--- config.mk ---
export PLATFORM = sky130hd
export DESIGN_NAME = voice_bank_sysex_unpacker
export DESIGN_NICKNAME = d
export VERILOG_FILES = /design/src/rtl/vbsu_pkg.sv /design/src/rtl/vbsu_front.sv /design/src/rtl/vbsu_fifo.sv /design/src/rtl/vbsu_back.sv /design/src/rtl/voice_bank_sysex_unpacker.sv
export SDC_FILE = /design/constraint.sdc
export NUM_CORES = 1
export LEC_CHECK = 0
export ABC_CLOCK_PERIOD_IN_PS = 11390
export BUFFER_PORTS_ARGS = -buffer_cell sky130_fd_sc_hd__buf_2
export CAP_MARGIN = 20
export CORE_MARGIN = 2
export CORE_UTILIZATION = 25
export DETAILED_ROUTE_END_ITERATION = 10
export PLACE_DENSITY = 0.36
export SLEW_MARGIN = 30
export SYNTH_ARGS = -nofsm -noshare
export SYNTH_HDL_FRONTEND = slang
export SYNTH_SLANG_ARGS = --single-unit
--- constraint.sdc ---
create_clock -name clk -period 11.39 [get_ports clk]
set_input_delay 2.278 -clock clk [delete_from_list [all_inputs] [get_ports clk]]
set_output_delay 2.278 -clock clk [all_outputs]
set_load 0.01 [all_outputs]
--- src/rtl/vbsu_pkg.sv ---
// Shared types and constants for the voice bank bulk-dump unpacker.
package vbsu_pkg;

  localparam int NUM_VOICES    = 32;
  localparam int VOICE_BYTES   = 128;
  localparam int NUM_OPERATORS = 6;
  localparam int OP_BYTES      = 17;
  localparam int GLOBAL_BYTES  = 16;
  localparam int HEADER_BYTES  = 6;

  localparam int POS_W   = 13;
  localparam int VOICE_W = 5;
  localparam int OFFS_W  = 7;

  localparam logic [POS_W-1:0] POS_MAX   = 13'h1fff;
  localparam logic [POS_W-1:0] POS_HDR   = POS_W'(HEADER_BYTES);
  localparam logic [POS_W-1:0] POS_CSUM  = POS_W'(HEADER_BYTES + NUM_VOICES * VOICE_BYTES);
  localparam logic [POS_W-1:0] POS_EOX   = POS_W'(HEADER_BYTES + NUM_VOICES * VOICE_BYTES + 1);

  localparam logic [7:0] SYX_START  = 8'hf0;
  localparam logic [7:0] SYX_MAKER  = 8'h43;
  localparam logic [7:0] SYX_FORMAT = 8'h09;
  localparam logic [7:0] SYX_CNT_HI = 8'h20;
  localparam logic [7:0] SYX_CNT_LO = 8'h00;
  localparam logic [7:0] SYX_END    = 8'hf7;

  // byte offsets inside one voice
  localparam logic [OFFS_W-1:0] OFFS_GLOBAL = OFFS_W'(NUM_OPERATORS * OP_BYTES);
  localparam logic [OFFS_W-1:0] OFFS_NAME   = OFFS_W'(NUM_OPERATORS * OP_BYTES + GLOBAL_BYTES);

  localparam int QUEUE_DEPTH = 4;
  localparam int QPTR_W      = 2;

  typedef enum logic [3:0] {
    ST_PARAM    = 4'd0,
    ST_ACCEPTED = 4'd1,
    ST_ERR_START = 4'd2,
    ST_ERR_MAKER = 4'd3,
    ST_ERR_FORMAT = 4'd4,
    ST_ERR_COUNT = 4'd5,
    ST_ERR_CSUM = 4'd6,
    ST_ERR_END  = 4'd7,
    ST_ERR_LEN  = 4'd8
  } status_t;

  // One queue entry: either a data byte to unpack or a single status report.
  typedef struct packed {
    status_t              status;
    logic [VOICE_W-1:0]   voice;
    logic [OFFS_W-1:0]    offs;
    logic [7:0]           data;
  } qent_t;

endpackage

--- src/rtl/vbsu_front.sv ---
// Front end: header, checksum, end-byte and length checks; queues bytes and status reports.
module vbsu_front
  import vbsu_pkg::*;
(
  input  logic       clk,
  input  logic       rst_n,
  input  logic       in_take,
  input  logic [7:0] in_byte,
  input  logic       in_end,
  output logic       push,
  output qent_t      push_ent
);

  logic [POS_W-1:0] pos_r, pos_nxt;
  logic [6:0]       sum_r, sum_nxt;
  logic [7:0]       cnt_hi_r, cnt_hi_nxt;
  logic             err_r, err_nxt;
  status_t          err;
  logic [POS_W-1:0] rel;

  assign rel = pos_r - POS_HDR;

  always_comb begin
    pos_nxt    = pos_r;
    sum_nxt    = sum_r;
    cnt_hi_nxt = cnt_hi_r;
    err_nxt    = err_r;
    err        = ST_PARAM;
    push       = 1'b0;
    push_ent.status = ST_PARAM;
    push_ent.voice  = rel[OFFS_W +: VOICE_W];
    push_ent.offs   = rel[OFFS_W-1:0];
    push_ent.data   = in_byte;
    if (in_take && !err_r) begin
      if (pos_r == 13'd0) begin
        if (in_byte != SYX_START) err = ST_ERR_START;
      end else if (pos_r == 13'd1) begin
        if (in_byte != SYX_MAKER) err = ST_ERR_MAKER;
      end else if (pos_r == 13'd3) begin
        if (in_byte != SYX_FORMAT) err = ST_ERR_FORMAT;
      end else if (pos_r == 13'd4) begin
        cnt_hi_nxt = in_byte;
      end else if (pos_r == 13'd5) begin
        if (cnt_hi_r != SYX_CNT_HI || in_byte != SYX_CNT_LO) err = ST_ERR_COUNT;
      end else if (pos_r >= POS_HDR && pos_r < POS_CSUM) begin
        sum_nxt = sum_r - in_byte[6:0];
        if (!in_end) push = 1'b1;
      end else if (pos_r == POS_CSUM) begin
        if (in_byte != {1'b0, sum_r}) err = ST_ERR_CSUM;
      end else if (pos_r == POS_EOX) begin
        if (in_byte != SYX_END) err = ST_ERR_END;
        else if (!in_end) err = ST_ERR_LEN;
        else begin
          push = 1'b1;
          push_ent.status = ST_ACCEPTED;
        end
      end else if (pos_r > POS_EOX) begin
        err = ST_ERR_LEN;
      end
      if (err == ST_PARAM && in_end && pos_r < POS_EOX) err = ST_ERR_LEN;
      if (err != ST_PARAM) begin
        push            = 1'b1;
        push_ent.status = err;
        err_nxt         = 1'b1;
      end
      if (!err_nxt && pos_r < POS_MAX) pos_nxt = pos_r + 13'd1;
    end
    // end of message clears everything, latched error or not
    if (in_take && in_end) begin
      pos_nxt    = '0;
      sum_nxt    = '0;
      cnt_hi_nxt = '0;
      err_nxt    = 1'b0;
    end
  end

  always_ff @(posedge clk) begin
    if (!rst_n) begin
      pos_r    <= '0;
      sum_r    <= '0;
      cnt_hi_r <= '0;
      err_r    <= 1'b0;
    end else begin
      pos_r    <= pos_nxt;
      sum_r    <= sum_nxt;
      cnt_hi_r <= cnt_hi_nxt;
      err_r    <= err_nxt;
    end
  end

endmodule

--- src/rtl/vbsu_fifo.sv ---
// Short queue of classified bytes between the front and back ends.
module vbsu_fifo
  import vbsu_pkg::*;
(
  input  logic  clk,
  input  logic  rst_n,
  input  logic  push,
  input  qent_t push_ent,
  output logic  full,
  input  logic  pop,
  output logic  empty,
  output qent_t head
);

  qent_t             mem_r [QUEUE_DEPTH];
  logic [QPTR_W-1:0] wr_r, wr_nxt, rd_r, rd_nxt;
  logic [QPTR_W:0]   cnt_r, cnt_nxt;
  logic              do_push, do_pop;

  assign full    = (cnt_r == (QPTR_W+1)'(QUEUE_DEPTH));
  assign empty   = (cnt_r == '0);
  assign do_push = push && !full;
  assign do_pop  = pop && !empty;
  assign head    = mem_r[rd_r];

  always_comb begin
    wr_nxt  = do_push ? wr_r + QPTR_W'(1) : wr_r;
    rd_nxt  = do_pop ? rd_r + QPTR_W'(1) : rd_r;
    cnt_nxt = cnt_r + (QPTR_W+1)'(do_push) - (QPTR_W+1)'(do_pop);
  end

  always_ff @(posedge clk) begin
    if (do_push) begin
      mem_r[wr_r] <= push_ent;
    end
  end

  always_ff @(posedge clk) begin
    if (!rst_n) begin
      wr_r  <= '0;
      rd_r  <= '0;
      cnt_r <= '0;
    end else begin
      wr_r  <= wr_nxt;
      rd_r  <= rd_nxt;
      cnt_r <= cnt_nxt;
    end
  end

endmodule

--- src/rtl/vbsu_back.sv ---
// Back end: splits queued bytes into results, one per cycle when not stalled.
module vbsu_back
  import vbsu_pkg::*;
(
  input  logic        clk,
  input  logic        rst_n,
  input  logic        empty,
  input  qent_t       head,
  output logic        pop,
  output logic        out_tvalid,
  input  logic        out_tready,
  output logic [23:0] out_tdata,
  output logic        out_tlast
);

  logic [1:0]         sub_r, sub_nxt;
  logic               vld_r, vld_nxt;
  logic [VOICE_W-1:0] voice_r;
  logic [2:0]         opn_r;
  logic [4:0]         id_r;
  logic [6:0]         val_r;
  status_t            stat_r;
  logic               last_r;

  logic [1:0]  cnt;
  logic [2:0]  opn, opidx;
  logic [4:0]  id;
  logic [6:0]  val;
  logic [6:0]  o, base, fo, go, co;
  logic [4:0]  f;
  logic [3:0]  g;
  logic [7:0]  b;
  logic        load;

  // offset-in-voice to operator index: compare chain instead of a divide by 17
  always_comb begin
    o = head.offs;
    b = head.data;
    if (o >= 7'd85)      opidx = 3'd5;
    else if (o >= 7'd68) opidx = 3'd4;
    else if (o >= 7'd51) opidx = 3'd3;
    else if (o >= 7'd34) opidx = 3'd2;
    else if (o >= 7'd17) opidx = 3'd1;
    else                 opidx = 3'd0;
    case (opidx)
      3'd1:    base = 7'd17;
      3'd2:    base = 7'd34;
      3'd3:    base = 7'd51;
      3'd4:    base = 7'd68;
      3'd5:    base = 7'd85;
      default: base = 7'd0;
    endcase
    fo = o - base;
    f  = fo[4:0];
    go = o - OFFS_GLOBAL;
    g  = go[3:0];
    co = o - OFFS_NAME;
  end

  always_comb begin
    cnt = 2'd1;
    opn = 3'd0;
    id  = 5'd0;
    val = 7'd0;
    if (head.status != ST_PARAM) begin
      cnt = 2'd1;
    end else if (o < OFFS_GLOBAL) begin
      opn = 3'(NUM_OPERATORS) - opidx;
      case (f)
        5'd11: begin
          cnt = 2'd2;
          id  = (sub_r == 2'd0) ? 5'd11 : 5'd12;
          val = (sub_r == 2'd0) ? {5'd0, b[1:0]} : {5'd0, b[3:2]};
        end
        5'd12: begin
          cnt = 2'd2;
          id  = (sub_r == 2'd0) ? 5'd13 : 5'd14;
          val = (sub_r == 2'd0) ? {3'd0, b[6:3]} : {4'd0, b[2:0]};
        end
        5'd13: begin
          cnt = 2'd2;
          id  = (sub_r == 2'd0) ? 5'd15 : 5'd16;
          val = (sub_r == 2'd0) ? {4'd0, b[4:2]} : {5'd0, b[1:0]};
        end
        5'd14: begin
          id  = 5'd17;
          val = b[6:0];
        end
        5'd15: begin
          cnt = 2'd2;
          id  = (sub_r == 2'd0) ? 5'd18 : 5'd19;
          val = (sub_r == 2'd0) ? {2'd0, b[5:1]} : {6'd0, b[0]};
        end
        5'd16: begin
          id  = 5'd20;
          val = b[6:0];
        end
        default: begin
          id  = f;
          val = b[6:0];
        end
      endcase
    end else if (o < OFFS_NAME) begin
      case (g)
        4'd9: begin
          cnt = 2'd2;
          id  = (sub_r == 2'd0) ? 5'd9 : 5'd10;
          val = (sub_r == 2'd0) ? {4'd0, b[2:0]} : {6'd0, b[3]};
        end
        4'd10, 4'd11, 4'd12, 4'd13: begin
          id  = {1'b0, g} + 5'd1;
          val = b[6:0];
        end
        4'd14: begin
          cnt = 2'd3;
          case (sub_r)
            2'd0: begin
              id  = 5'd15;
              val = {4'd0, b[6:4]};
            end
            2'd1: begin
              id  = 5'd16;
              val = {4'd0, b[3:1]};
            end
            default: begin
              id  = 5'd17;
              val = {6'd0, b[0]};
            end
          endcase
        end
        4'd15: begin
          id  = 5'd18;
          val = b[6:0];
        end
        default: begin
          id  = {1'b0, g};
          val = b[6:0];
        end
      endcase
    end else begin
      id = 5'd19 + co[4:0];
      // name character cleanup
      if (b < 8'd32 || b > 8'd127) val = 7'd95;
      else if (b == 8'd92)         val = 7'd89;
      else if (b == 8'd126)        val = 7'd60;
      else if (b == 8'd127)        val = 7'd62;
      else                         val = b[6:0];
    end
  end

  assign load = !empty && (!vld_r || out_tready);
  assign pop  = load && (sub_r == cnt - 2'd1);

  always_comb begin
    sub_nxt = sub_r;
    if (pop) sub_nxt = 2'd0;
    else if (load) sub_nxt = sub_r + 2'd1;
    vld_nxt = vld_r;
    if (load) vld_nxt = 1'b1;
    else if (out_tready) vld_nxt = 1'b0;
  end

  always_ff @(posedge clk) begin
    if (!rst_n) begin
      sub_r <= '0;
      vld_r <= 1'b0;
    end else begin
      sub_r <= sub_nxt;
      vld_r <= vld_nxt;
    end
  end

  always_ff @(posedge clk) begin
    if (load) begin
      voice_r <= (head.status == ST_PARAM) ? head.voice : '0;
      opn_r   <= opn;
      id_r    <= id;
      val_r   <= val;
      stat_r  <= head.status;
      last_r  <= pop;
    end
  end

  assign out_tvalid = vld_r;
  assign out_tdata  = {stat_r, val_r, id_r, opn_r, voice_r};
  assign out_tlast  = last_r;

  a_sub_in_range: assert property (@(posedge clk) disable iff (!rst_n)
    !empty |-> sub_r < cnt)
    else $error("sub-result index past result count");

  a_status_clean: assert property (@(posedge clk) disable iff (!rst_n)
    vld_r && stat_r != ST_PARAM |-> last_r && voice_r == '0 && opn_r == '0
      && id_r == '0 && val_r == '0)
    else $error("status result carries payload or is not last");

  a_pop_on_last: assert property (@(posedge clk) disable iff (!rst_n)
    load |=> (last_r == (sub_r == 2'd0)))
    else $error("last flag out of step with sub-result index");

endmodule

--- src/rtl/voice_bank_sysex_unpacker.sv ---
// Top level of the 32-voice bulk-dump unpacker.
// Takes a bulk-dump message one byte per transaction on in_* (in_tlast marks
// the host's last byte of the message) and emits parameter and status results
// on out_* (out_tlast marks the last result caused by one byte). The front end
// checks a byte in the cycle it arrives and drops data bytes and status reports
// into a four-entry queue; the back end drains that queue through a single
// output register, one result per cycle while out_tready is high. A byte is
// accepted every cycle while the queue has room. A voice data byte yields three
// results for the packed LFO/mod byte, two for split operator and global bytes
// and one otherwise; header and checksum bytes yield none unless a check fails.
// A full voice is 155 results for 128 bytes.
// After an error, bytes are swallowed with no results until in_tlast.
module voice_bank_sysex_unpacker
  import vbsu_pkg::*;
(
  input  logic        clk,
  input  logic        rst_n,
  input  logic        in_tvalid,
  output logic        in_tready,
  input  logic [7:0]  in_tdata,   // [7:0] data_byte
  input  logic        in_tlast,   // message_end
  output logic        out_tvalid,
  input  logic        out_tready,
  output logic [23:0] out_tdata,  // [4:0] voice_number, [7:5] operator_number,
                                  // [12:8] param_id, [19:13] param_value,
                                  // [23:20] status_code
  output logic        out_tlast   // last_of_run
);

  logic  full, empty, push, pop, take;
  qent_t push_ent, head;

  assign in_tready = !full;
  assign take      = in_tvalid && in_tready;

  vbsu_front u_front (
    .clk      (clk),
    .rst_n    (rst_n),
    .in_take  (take),
    .in_byte  (in_tdata),
    .in_end   (in_tlast),
    .push     (push),
    .push_ent (push_ent)
  );

  vbsu_fifo u_fifo (
    .clk      (clk),
    .rst_n    (rst_n),
    .push     (push),
    .push_ent (push_ent),
    .full     (full),
    .pop      (pop),
    .empty    (empty),
    .head     (head)
  );

  vbsu_back u_back (
    .clk        (clk),
    .rst_n      (rst_n),
    .empty      (empty),
    .head       (head),
    .pop        (pop),
    .out_tvalid (out_tvalid),
    .out_tready (out_tready),
    .out_tdata  (out_tdata),
    .out_tlast  (out_tlast)
  );

endmodule

Word level (Yosys, flattened, before mapping)
Memory sizes are Yosys's and may differ from the RTL's. A register that Yosys moved wholly into a read port is not among the register bits.
Cells that the tools add are included.
- register bits after elaboration: 64
- memory bits (writable): 96
- input port bits: 13
- output and inout port bits: 27
- logic and storage cells: 211
- memories kept: 1
- add/subtract/negate cells: 15
- $lt $le $gt $ge: 14
- eq/ne operators: 36
- muxes and demuxes: 87
- bitwise gates (word level): 7
- reduce and logical (&&, ||, !) cells: 36
- memory list (name ; words ; width ; rd ports ; clocked after memory_dff ; write ports ; line ; source):
    u_fifo.mem_r ; 4 ; 24 ; 1 ; 1 ; 1 ; vbsu_fifo.sv:15 ; qent_t mem_r [QUEUE_DEPTH];
- operators with widths (kind ; count):
    two-way mux 4 bit ; 26
    two-way mux 7 bit ; 6
    < comparator 13 bit (second input constant) ; 3
    two-way mux 3 bit ; 10
    one-hot mux 5 bit (6 select lines) ; 1
    equality test 4 bit (second input constant) ; 7
    one-hot mux 7 bit (4 select lines) ; 1
    equality test 13 bit (second input constant) ; 2
    equality test 13 x 3 -> 1 bit (second input constant) ; 2
    equality test 5 x 4 -> 1 bit (second input constant) ; 5
    one-hot mux 5 bit (5 select lines) ; 1
    equality test 8 x 7 -> 1 bit (second input constant) ; 3
    two-way mux 1 bit ; 22
    two-way mux 2 bit ; 11
    two-way mux 5 bit ; 4
    one-hot mux 5 bit (4 select lines) ; 1
    inequality test 8 bit (second input constant) ; 2
    greater-or-equal comparator 7 x 6 -> 1 bit (second input constant) ; 2
    greater-or-equal comparator 7 bit (second input constant) ; 2
    < comparator 7 bit (second input constant) ; 2
    one-hot mux 7 bit (2 select lines) ; 1
    adder 13 x 1 -> 13 bit (second input constant) ; 1
    equality test 13 x 1 -> 1 bit (second input constant) ; 1
    equality test 13 x 2 -> 1 bit (second input constant) ; 1
    other kinds (46) ; 78

Longest topological paths before layout
Gate-level depths: netlist of run 1.
- word-level depth: 22
- depth in mapped cells: 38
- mapped depth without buffers: 34

Modules after synthesis
From an unflattened synthesis of run 1, not the netlist that was laid out.
- cell total of the unflattened synthesis: 798
- area, all modules: 9116.2 sq um
- by module, submodules not included (module ; times used ; cells an instance ; area an instance (sq um) ; seq. area each (sq um)):
    vbsu_fifo ; 1 ; 177 ; 3988.8 ; 3062.9
    vbsu_back ; 1 ; 318 ; 2742.6 ; 810.8
    vbsu_front ; 1 ; 301 ; 2374.8 ; 580.6
    voice_bank_sysex_unpacker ; 1 ; 2 ; 10.0 ; 0.0

Least setup slack after synthesis of run 1
No wires, ideal clock.
- path kind: flip-flop to flip-flop
- from: register (tool-made name)
- to: register u_fifo.cnt_r[2]
- library setup time: 0.115 ns
- data arrival time: 7.784 ns
- required time: 11.275 ns
- setup slack: 3.492 ns
- stages on the path, launching flop included: 38
- buffers on the path: 4
- period minus slack after synthesis: 7.898 ns
- path through: dfxtp_1 buf_2 buf_2 buf_2 mux4_2 ha_1 and2_1 a221oi_1 a21oi_1 nor2_1 nor2_1 nor2_1 inv_1 ha_1 o211ai_1 a21oi_1 nor2_1 inv_1 [2 not listed] fa_1 clkbuf_1 inv_1 mux2i_1 nor4b_1 a311oi_1 a21boi_1 a2111oi_2 xnor2_1 mux2i_2 ha_1 inv_1 ha_1 inv_1 fa_1 xnor2_1 xnor2_1 and2_1
- RTL lines (element ; line ; source):
    to (signal assigned) ; vbsu_fifo.sv:46 ; cnt_r <= cnt_nxt;
    to (decl) ; vbsu_fifo.sv:17 ; logic [QPTR_W:0] cnt_r, cnt_nxt;

==> impl_metrics.json, run 1 <==
{
  "outcome": "finished, final reports clean",
  "area_growth_syn_to_layout_pct": 14.44,
  "crit_family": "adder cells",
  "final_cell_mix": "edfxtp_1 (121), nor2_1 (73), nand2_1 (44)",
  "p_leak_nw": 3.404,
  "yosys_most_used_dff": "edfxtp_1",
  "root_buffer": "clkbuf_16",
  "synthCells": 779,
  "vias_per_cell": 4.908,
  "grt_use_met2_pct": 22.85,
  "cts_tree": "done",
  "rows": 68,
  "grt_overflow": 0,
  "start_util_pct": 25.46,
  "worstSetupPathType": "reg2reg",
  "avgSynthCellArea_um2": 11.35,
  "clk_latency_ns": 0.43,
  "period_share_pct": 73.09,
  "post-cts-setup-buffer-count": 0,
  "cp_max_fo": 30,
  "post-route-min-period_ns": 8.325,
  "crit_arrival_ns": 8.66,
  "track_usage_pct": 13.61,
  "worst_pin_slew_ns": 0.8247,
  "gr-usage-met1_pct": 17.98,
  "gr-usage-met3_pct": 2.211,
  "cpMaxStageDelayCell": "fa_1",
  "synth_edf_count": 121,
  "vias": 6243,
  "antenna_cells": 0,
  "finalHoldViolations": 0,
  "synth_cell_type_count": 72,
  "cpMostUsedCell": "inv_1",
  "hold_path.class": "reg2reg",
  "remaining_drc_errors": 0,
  "p_per_area_nw_per_um2": 217.5,
  "num-fill-cells": 3630,
  "nNetsFinal": 853,
  "maxCapViolations": 0,
  "start_kind": "flop",
  "grt_first_pass_wirelength_um": 37710,
  "worstPathRequired_ns": 11.73,
  "die_y_um": 192.0,
  "clk_path_buf_depth": 2,
  "yosysSeqAreaShare_pct": 50.39,
  "end_kind": "flop",
  "antenna_found_initial": 0,
  "synth-seq-cells": 162,
  "cts_hold_buffers": 0,
  "crit_buf_inv": 8,
  "skew_ns": 0.01480,
  "wl_um": 24050,
  "die_x_um": 192.0,
  "rsz0062_at_grt": "false",
  "grt_pass1_vias": 6318,
  "max_slew_margin_pct": 44.63,
  "yosysWarnings": 0,
  "coreArea_um2": 34710,
  "fmax_mhz": 120.1,
  "synthesis.nets": 828,
  "tns_ns": 0,
  "grt_max_degree": 31,
  "clk_pin_slew_ns": 0.07,
  "io_pins": 40,
  "drive_gt1_share_pct": 15.18,
  "top_usage_layer": "met2",
  "cts_resized": 0,
  "final_max_slew_viol_count": 0,
  "cts_made_buffers": 17,
  "htree_levels": 4,
  "die_area_um2": 36880,
  "cts.sinks": 162,
  "drtIter0Drc": 357,
  "syn_area_um2": 8840,
  "holdWs_ns": 0.4776,
  "ir_worst_vdd_uv": 109.6,
  "layout_commonest_cell": "edfxtp_1",
  "portBuffers": 39,
  "ys_async_sr_fraction_pct": 0,
  "setup_viol": 0,
  "crit_path_max_incr_delay_ns": 0.63,
  "place_hpwl_um": 17190,
  "postRouteAntennaNets": 0,
  "post_drt_wl_per_cell_um": 18.90,
  "gp_congestion": 0.8257,
  "dr.pass1.iters": 5
}
## synthesized netlist by cell type, types with 7 or more instances
cell type / instances / share of area (%)
ha_1: 33 / 4.7
o221ai_1: 7 / 0.69
nor2_1: 73 / 3.1
nor3_1: 13 / 0.74
mux4_2: 24 / 6.1
inv_1: 39 / 1.7
o211ai_1: 8 / 0.68
nor4_1: 10 / 0.71
nand4_1: 12 / 0.85
o21ai_0: 20 / 1.1
buf_2: 7 / 0.40
nor2b_1: 15 / 1.1
a21oi_1: 35 / 2.0
xnor2_1: 15 / 1.5
edfxtp_1: 121 / 41
mux2i_1: 21 / 2.4
dfxtp_1: 41 / 9.3
nand2b_1: 9 / 0.64
xor2_1: 24 / 2.4
clkbuf_1: 28 / 1.2
and2_1: 16 / 1.1
and3_1: 8 / 0.57
nand3_1: 15 / 0.85
nand2_1: 44 / 1.9
a31oi_1: 14 / 0.99
## power by group
part | internal (mW) | leakage [nW] | switching [mW]
registers | 0.740 | 1.36 | 0.0276
clock network | 0.348 | 0.285 | 0.249
logic | 0.292 | 1.76 | 0.543
## layout make-up
cell class              instances  area (µm²)  share of cell area [%]
flip-flops and latches        162        4456                   44.04
multi-input cells             537        4085                   40.38
well taps                     455       569.3                   5.628
clock buffers                  18       429.2                   4.242
repair buffers                 47       255.2                   2.523
clock inverters                14       175.2                   1.732
inverters                      39       146.4                   1.447
## worst paths after layout
path	start	endpoint	slack, ns	depth (start not counted)
setup / recovery	flop	u_fifo.cnt_r[2]$_SDFF_PN0_	3.06	35
hold / removal	u_fifo.rd_r[1]$_SDFFE_PN0P_	u_fifo.rd_r[1]$_SDFFE_PN0P_	0.48	2
setup reg to reg	flop	u_fifo.cnt_r[2]$_SDFF_PN0_	3.06	35
hold reg to reg	u_fifo.rd_r[1]$_SDFFE_PN0P_	u_fifo.rd_r[1]$_SDFFE_PN0P_	0.48	2
## cell families (layout without fill, tap and decap cells)
group           count (synthesis)  in the layout  synth area share (%)
compound gates                157            157                 12.40
mux                            50             50                 9.158
fa+ha+maj                      36             36                 5.350
flops                         162            162                 50.39
buf+inv                        80            118                 3.751
simple gates                  255            255                 15.09
xor+xnor                       39             39                 3.864
## sequential cells by signal, indices dropped and copies added, names as in the netlist, named ones only
name               count
u_front.pos_r         13
u_back.sub_r           2
u_back.out_tlast       1
u_fifo.cnt_r           3
u_back.opn_r           3
u_front.err_r          1
u_fifo.rd_r            2
u_back.out_tvalid      1
u_back.id_r            5
u_fifo.mem_r          96
u_front.sum_r          7
u_fifo.wr_r            2
u_back.voice_r         5
u_back.stat_r          4
u_front.cnt_hi_r       8
u_back.val_r           7
## routing by layer
metal | share of wire, % | wire, µm
met2 | 49 | 11680
met3 | 2.4 | 588
met4 | 1.3 | 305
met1 | 48 | 11470
met5 | 0 | 0
## tightest hold or removal path, cell delays in order (launching register included)
cell	delay, ns
dfxtp_1	0.31
nand2_1	0.05
mux2i_1	0.07
## metrics by stage
stage                     worst slack [ns]  std cells  power (mW)  util, %  instance area (µm²)
after floorplan                      3.492        779       1.349        -                 8840
after global placement               3.239       1240       1.638    27.37                 9502
after detailed placement             3.012       1240       1.624    27.40                 9512
after CTS                            3.011       1272       2.231    29.14                10120
after global routing                 2.162       1272       2.340    29.14                10120
final                                3.065       1272       2.200    29.14                10120
No activity file was read; power rests on OpenSTA's default activity.
==> inputs of run 2 (changes only) <==
ABC_CLOCK_PERIOD_IN_PS = 8700   (was 11390)
clock period = 8.7 ns   (was 11.39 ns; I/O delays follow)
==> impl_metrics.json, run 2 (synthesized netlist as in run 1, its figures left out) <==
{
  "antenna_cells": 0,
  "coreArea_um2": 34710,
  "crit_arrival_ns": 8.20,
  "worstSetupPathType": "reg2reg",
  "regMostFlops": "u_fifo.mem_r",
  "placed_area_um2": 9564,
  "worstPathRequired_ns": 9.02,
  "hold_path.class": "reg2reg",
  "multi_input_area_um2": 4088,
  "die_y_um": 192.0,
  "power_mw": 2.868,
  "ir_worst_vdd_uv": 141.6,
  "start_util_pct": 25.46,
  "maxCapViolations": 0,
  "remaining_drc_errors": 0,
  "num-fill-cells": 3612,
  "root_buffer": "clkbuf_16",
  "rsz0062_at_grt": "false",
  "tns_ns": 0,
  "grt_max_degree": 29,
  "wl_um": 24280,
  "postRouteAntennaNets": 0,
  "grt_overflow": 0,
  "cts_hold_buffers": 0,
  "final-seq-area_um2": 4457,
  "design_area_um2": 10140,
  "portBuffers": 39,
  "htree_levels": 4,
  "crit_family": "adder cells",
  "place_hpwl_um": 17270,
  "top_regs": "u_fifo.mem_r x96, u_front.pos_r x13, u_front.cnt_hi_r x8",
  "outcome": "finished, final reports clean",
  "final_max_slew_viol_count": 0,
  "worst_pin_slew_ns": 1.011,
  "post_drt_wl_per_cell_um": 18.97,
  "end_kind": "flop",
  "clk_latency_ns": 0.43,
  "p_leak_nw": 3.431,
  "post-route-min-period_ns": 7.872,
  "setup_viol": 0,
  "rows": 68,
  "final_cell_mix": "edfxtp_1 (121), nor2_1 (73), nand2_1 (44)",
  "drive_gt1_share_pct": 15.88,
  "cts_made_buffers": 17,
  "cpMostUsedCell": "inv_1",
  "cp_max_fo": 15,
  "track_usage_pct": 13.68,
  "utilization_pct": 29.22,
  "nNetsFinal": 861,
  "cpMaxStageDelayCell": "mux4_2",
  "dr.pass1.iters": 5,
  "clk_path_buf_depth": 2,
  "die_area_um2": 36880,
  "gp_congestion": 0.8486,
  "crit_buf_inv": 7,
  "layout_commonest_cell": "edfxtp_1",
  "drtIter0Drc": 399,
  "skew_ns": 0.01884,
  "antenna_found_initial": 1,
  "holdWs_ns": 0.5019,
  "io_pins": 40,
  "hold_start": "u_front.sum_r[0]$_SDFFE_PP0P_",
  "max_slew_margin_pct": 32.17,
  "vias": 6272,
  "period_share_pct": 90.49,
  "grt_first_pass_wirelength_um": 37820,
  "die_x_um": 192.0,
  "p_per_area_nw_per_um2": 282.7,
  "start_kind": "flop",
  "crit_path_max_incr_delay_ns": 0.69,
  "vias_per_cell": 4.900,
  "grt_pass1_vias": 6348,
  "fmax_mhz": 127.0,
  "area_growth_syn_to_layout_pct": 14.76,
  "largest_reg_flops": 96,
  "finalHoldViolations": 0,
  "cts.sinks": 162,
  "cts_tree": "done",
  "clk_pin_slew_ns": 0.07
}
-- run 2: stage by stage --
| step | setup WS [ns] | std cells |
|---|---|---|
| finish | 0.8278 | 1280 |
| floorplan | 0.8015 | 779 |
| detailed placement | 0.4568 | 1247 |
| CTS | 0.4140 | 1279 |
| global placement | 0.6774 | 1246 |
| global route | 0.1038 | 1280 |
-- run 2: timing repair --
action / CTS / global route
setup buffers: 0 / 1
endpoints found under the setup margin: 0 / 2
gates resized for setup: 0 / 4
-- run 2: layout make-up --
| type | instances | area share (%) |
|---|---|---|
| Clock buffer | 19 | 4.267 |
| Clock inverter | 13 | 1.233 |
| Inverter | 39 | 1.443 |
| Multi-Input combinational cell | 537 | 40.29 |
| Sequential cell | 162 | 43.93 |
| Tap cell | 455 | 5.612 |
| Timing Repair Buffer | 55 | 3.219 |
-- run 2: tightest hold or removal path, delay by kind of cell (launching register included) --
kind / cells / cell delay, ns
compound gates: 1 / 0.05
flops: 1 / 0.31
simple gates: 1 / 0.09
-- run 2: power breakdown --
part / internal [mW] / switching (mW) / total (mW)
clock network: 0.400 / 0.331 / 0.731
registers: 0.969 / 0.0456 / 1.01
logic: 0.408 / 0.714 / 1.12
-- run 2: worst paths after layout --
path	slack, ns	cells past startpoint	endpoint
worst max register to register	0.83	34	u_fifo.cnt_r[2]$_SDFF_PN0_
worst min register to register	0.50	2	u_front.sum_r[0]$_SDFFE_PP0P_
worst min-delay path	0.50	2	u_front.sum_r[0]$_SDFFE_PP0P_
worst max-delay path	0.83	34	u_fifo.cnt_r[2]$_SDFF_PN0_
-- run 2: layer usage --
layer | global-route usage, % | wire length, µm
met5 | 0 | 0
met4 | 4.698 | 527
met3 | 2.339 | 878
met2 | 23.01 | 11790
met1 | 17.73 | 11090
==> inputs of run 3 (changes only) <==
ABC_CLOCK_PERIOD_IN_PS = 8300   (was 8700)
clock period = 8.3 ns   (was 8.7 ns; I/O delays follow)
==> impl_metrics.json, run 3 (synthesized netlist as in run 1, its figures left out) <==
{
  "cts_tree": "done",
  "period_share_pct": 90.27,
  "nNetsFinal": 865,
  "worst_pin_slew_ns": 0.8560,
  "final_cell_mix": "edfxtp_1 (121), nor2_1 (73), nand2_1 (44)",
  "final-seq-area_um2": 4456,
  "area_growth_syn_to_layout_pct": 15.34,
  "vias": 6316,
  "cts_hold_buffers": 0,
  "drive_gt1_share_pct": 15.92,
  "grt_pass1_vias": 6466,
  "largest_reg_flops": 96,
  "root_buffer": "clkbuf_16",
  "coreArea_um2": 34710,
  "skew_ns": 0.01425,
  "max_slew_margin_pct": 42.62,
  "cts.sinks": 162,
  "cp_max_fo": 24,
  "crit_buf_inv": 8,
  "post-route-min-period_ns": 7.493,
  "worstPathRequired_ns": 8.63,
  "portBuffers": 39,
  "clk_path_buf_depth": 2,
  "htree_levels": 4,
  "top_regs": "u_fifo.mem_r x96, u_front.pos_r x13, u_front.cnt_hi_r x8",
  "cts_made_buffers": 17,
  "grt_overflow": 0,
  "place_hpwl_um": 17550,
  "grt_max_degree": 25,
  "rsz0062_at_grt": "false",
  "die_area_um2": 36880,
  "rows": 68,
  "postRouteAntennaNets": 0,
  "hold_path.class": "reg2reg",
  "power_mw": 3.065,
  "place_ws_ns": 0.7123,
  "setup_viol": 0,
  "multi_input_area_um2": 4078,
  "outcome": "finished, final reports clean",
  "post_drt_wl_per_cell_um": 19.22,
  "cpMaxStageDelayCell": "dfxtp_1",
  "r2r_slack_ns": 0.81,
  "reg2reg_to": "u_fifo.cnt_r[2]$_SDFF_PN0_",
  "start_kind": "flop",
  "p_leak_nw": 3.470,
  "antenna_cells": 0,
  "tns_ns": 0,
  "worstSetupPathType": "reg2reg",
  "grt_first_pass_wirelength_um": 39030,
  "ir_worst_vdd_uv": 141.9,
  "layout_commonest_cell": "edfxtp_1",
  "num-fill-cells": 3610,
  "crit_path_max_incr_delay_ns": 0.51,
  "start_util_pct": 25.46,
  "antenna_found_initial": 0,
  "clk_latency_ns": 0.44,
  "clk_pin_slew_ns": 0.07,
  "end_kind": "flop",
  "vias_per_cell": 4.919,
  "wl_um": 24680,
  "maxCapViolations": 0,
  "final_max_slew_viol_count": 0,
  "p_per_area_nw_per_um2": 300.6,
  "fmax_mhz": 133.5,
  "min_path_cells": 2,
  "r2r_cells": 35,
  "remaining_drc_errors": 0,
  "fin_ws_ns": 0.8074,
  "io_pins": 40,
  "path_depth": 35,
  "regMostFlops": "u_fifo.mem_r",
  "die_y_um": 192.0,
  "dr.pass1.iters": 5,
  "finalHoldViolations": 0,
  "crit_family": "adder cells",
  "crit_arrival_ns": 7.82,
  "cpMostUsedCell": "inv_1",
  "hold_start": "u_front.cnt_hi_r[0]$_SDFFE_PP0P_",
  "drtIter0Drc": 332,
  "holdWs_ns": 0.5014,
  "die_x_um": 192.0,
  "gp_congestion": 0.8298,
  "track_usage_pct": 14.15,
  "worstHoldEndpoint": "u_front.cnt_hi_r[0]$_SDFFE_PP0P_"
}
==> run 3: cell type report <==
| type | instances | area share, % |
|---|---|---|
| repair buffers | 59 | 3.387 |
| inverters | 39 | 1.436 |
| multi-input cells | 537 | 39.99 |
| flip-flops and latches | 162 | 43.70 |
| well taps | 455 | 5.584 |
| clock buffers | 18 | 4.209 |
| clock inverters | 14 | 1.693 |
==> run 3: worst register-to-register path: cells and delay by family (launching register included) <==
kind,cells,cell delay (ns)
adder cells (fa/ha/maj),6,1.58
AND/OR/NAND/NOR,8,1.38
AO/OA/AOI/OAI,6,1.15
buffers and inverters,8,1.09
multiplexers,3,1.02
XOR/XNOR,4,0.70
flip-flops,1,0.51
==> run 3: where the power goes <==
group          internal, mW  switching, mW  total (mW)  leakage, nW
clock                 0.456          0.371       0.827        0.293
sequential             1.01         0.0428        1.06         1.36
combinational         0.432          0.749        1.18         1.82
total                  1.90           1.16        3.07         3.47
==> run 3: how the worst max path moves through the flow <==
stage / endpoint / slack (ns)
after detailed placement: u_fifo.cnt_r[2]$_SDFF_PN0_ / 0.71
after global routing: u_fifo.cnt_r[2]$_SDFF_PN0_ / 0.11
after global placement: u_fifo.cnt_r[2]$_SDFF_PN0_ / 0.87
after CTS: u_fifo.cnt_r[2]$_SDFF_PN0_ / 0.68
after floorplan: u_fifo.cnt_r[2]$_SDFF_PN0_ / 0.40
final: u_fifo.cnt_r[2]$_SDFF_PN0_ / 0.81
==> run 3: per-stage QoR <==
stage	instances	utilization, %	area (µm²)
floorplan	779	-	8840
global placement	1250	27.57	9572
detailed placement	1250	27.57	9572
CTS	1282	29.31	10170
global route	1284	29.37	10200
finish	1284	29.37	10200
==> run 3: repair_timing <==
item                                   in CTS  in global routing
setup buffers                               0                  2
setup endpoints to repair                   0                  1
resized for setup                           0                  0
endpoints found under the hold margin       0                  0
==> run 3: layer usage <==
layer  up-vias  part of all wire (%)  global-route usage (%)
met4         0                   2.8                   5.608
met1      3134                    47                   18.61
li1       3020                     -                       -
met3        40                   2.5                   2.394
met5         -                     0                       0
met2       122                    47                   23.13
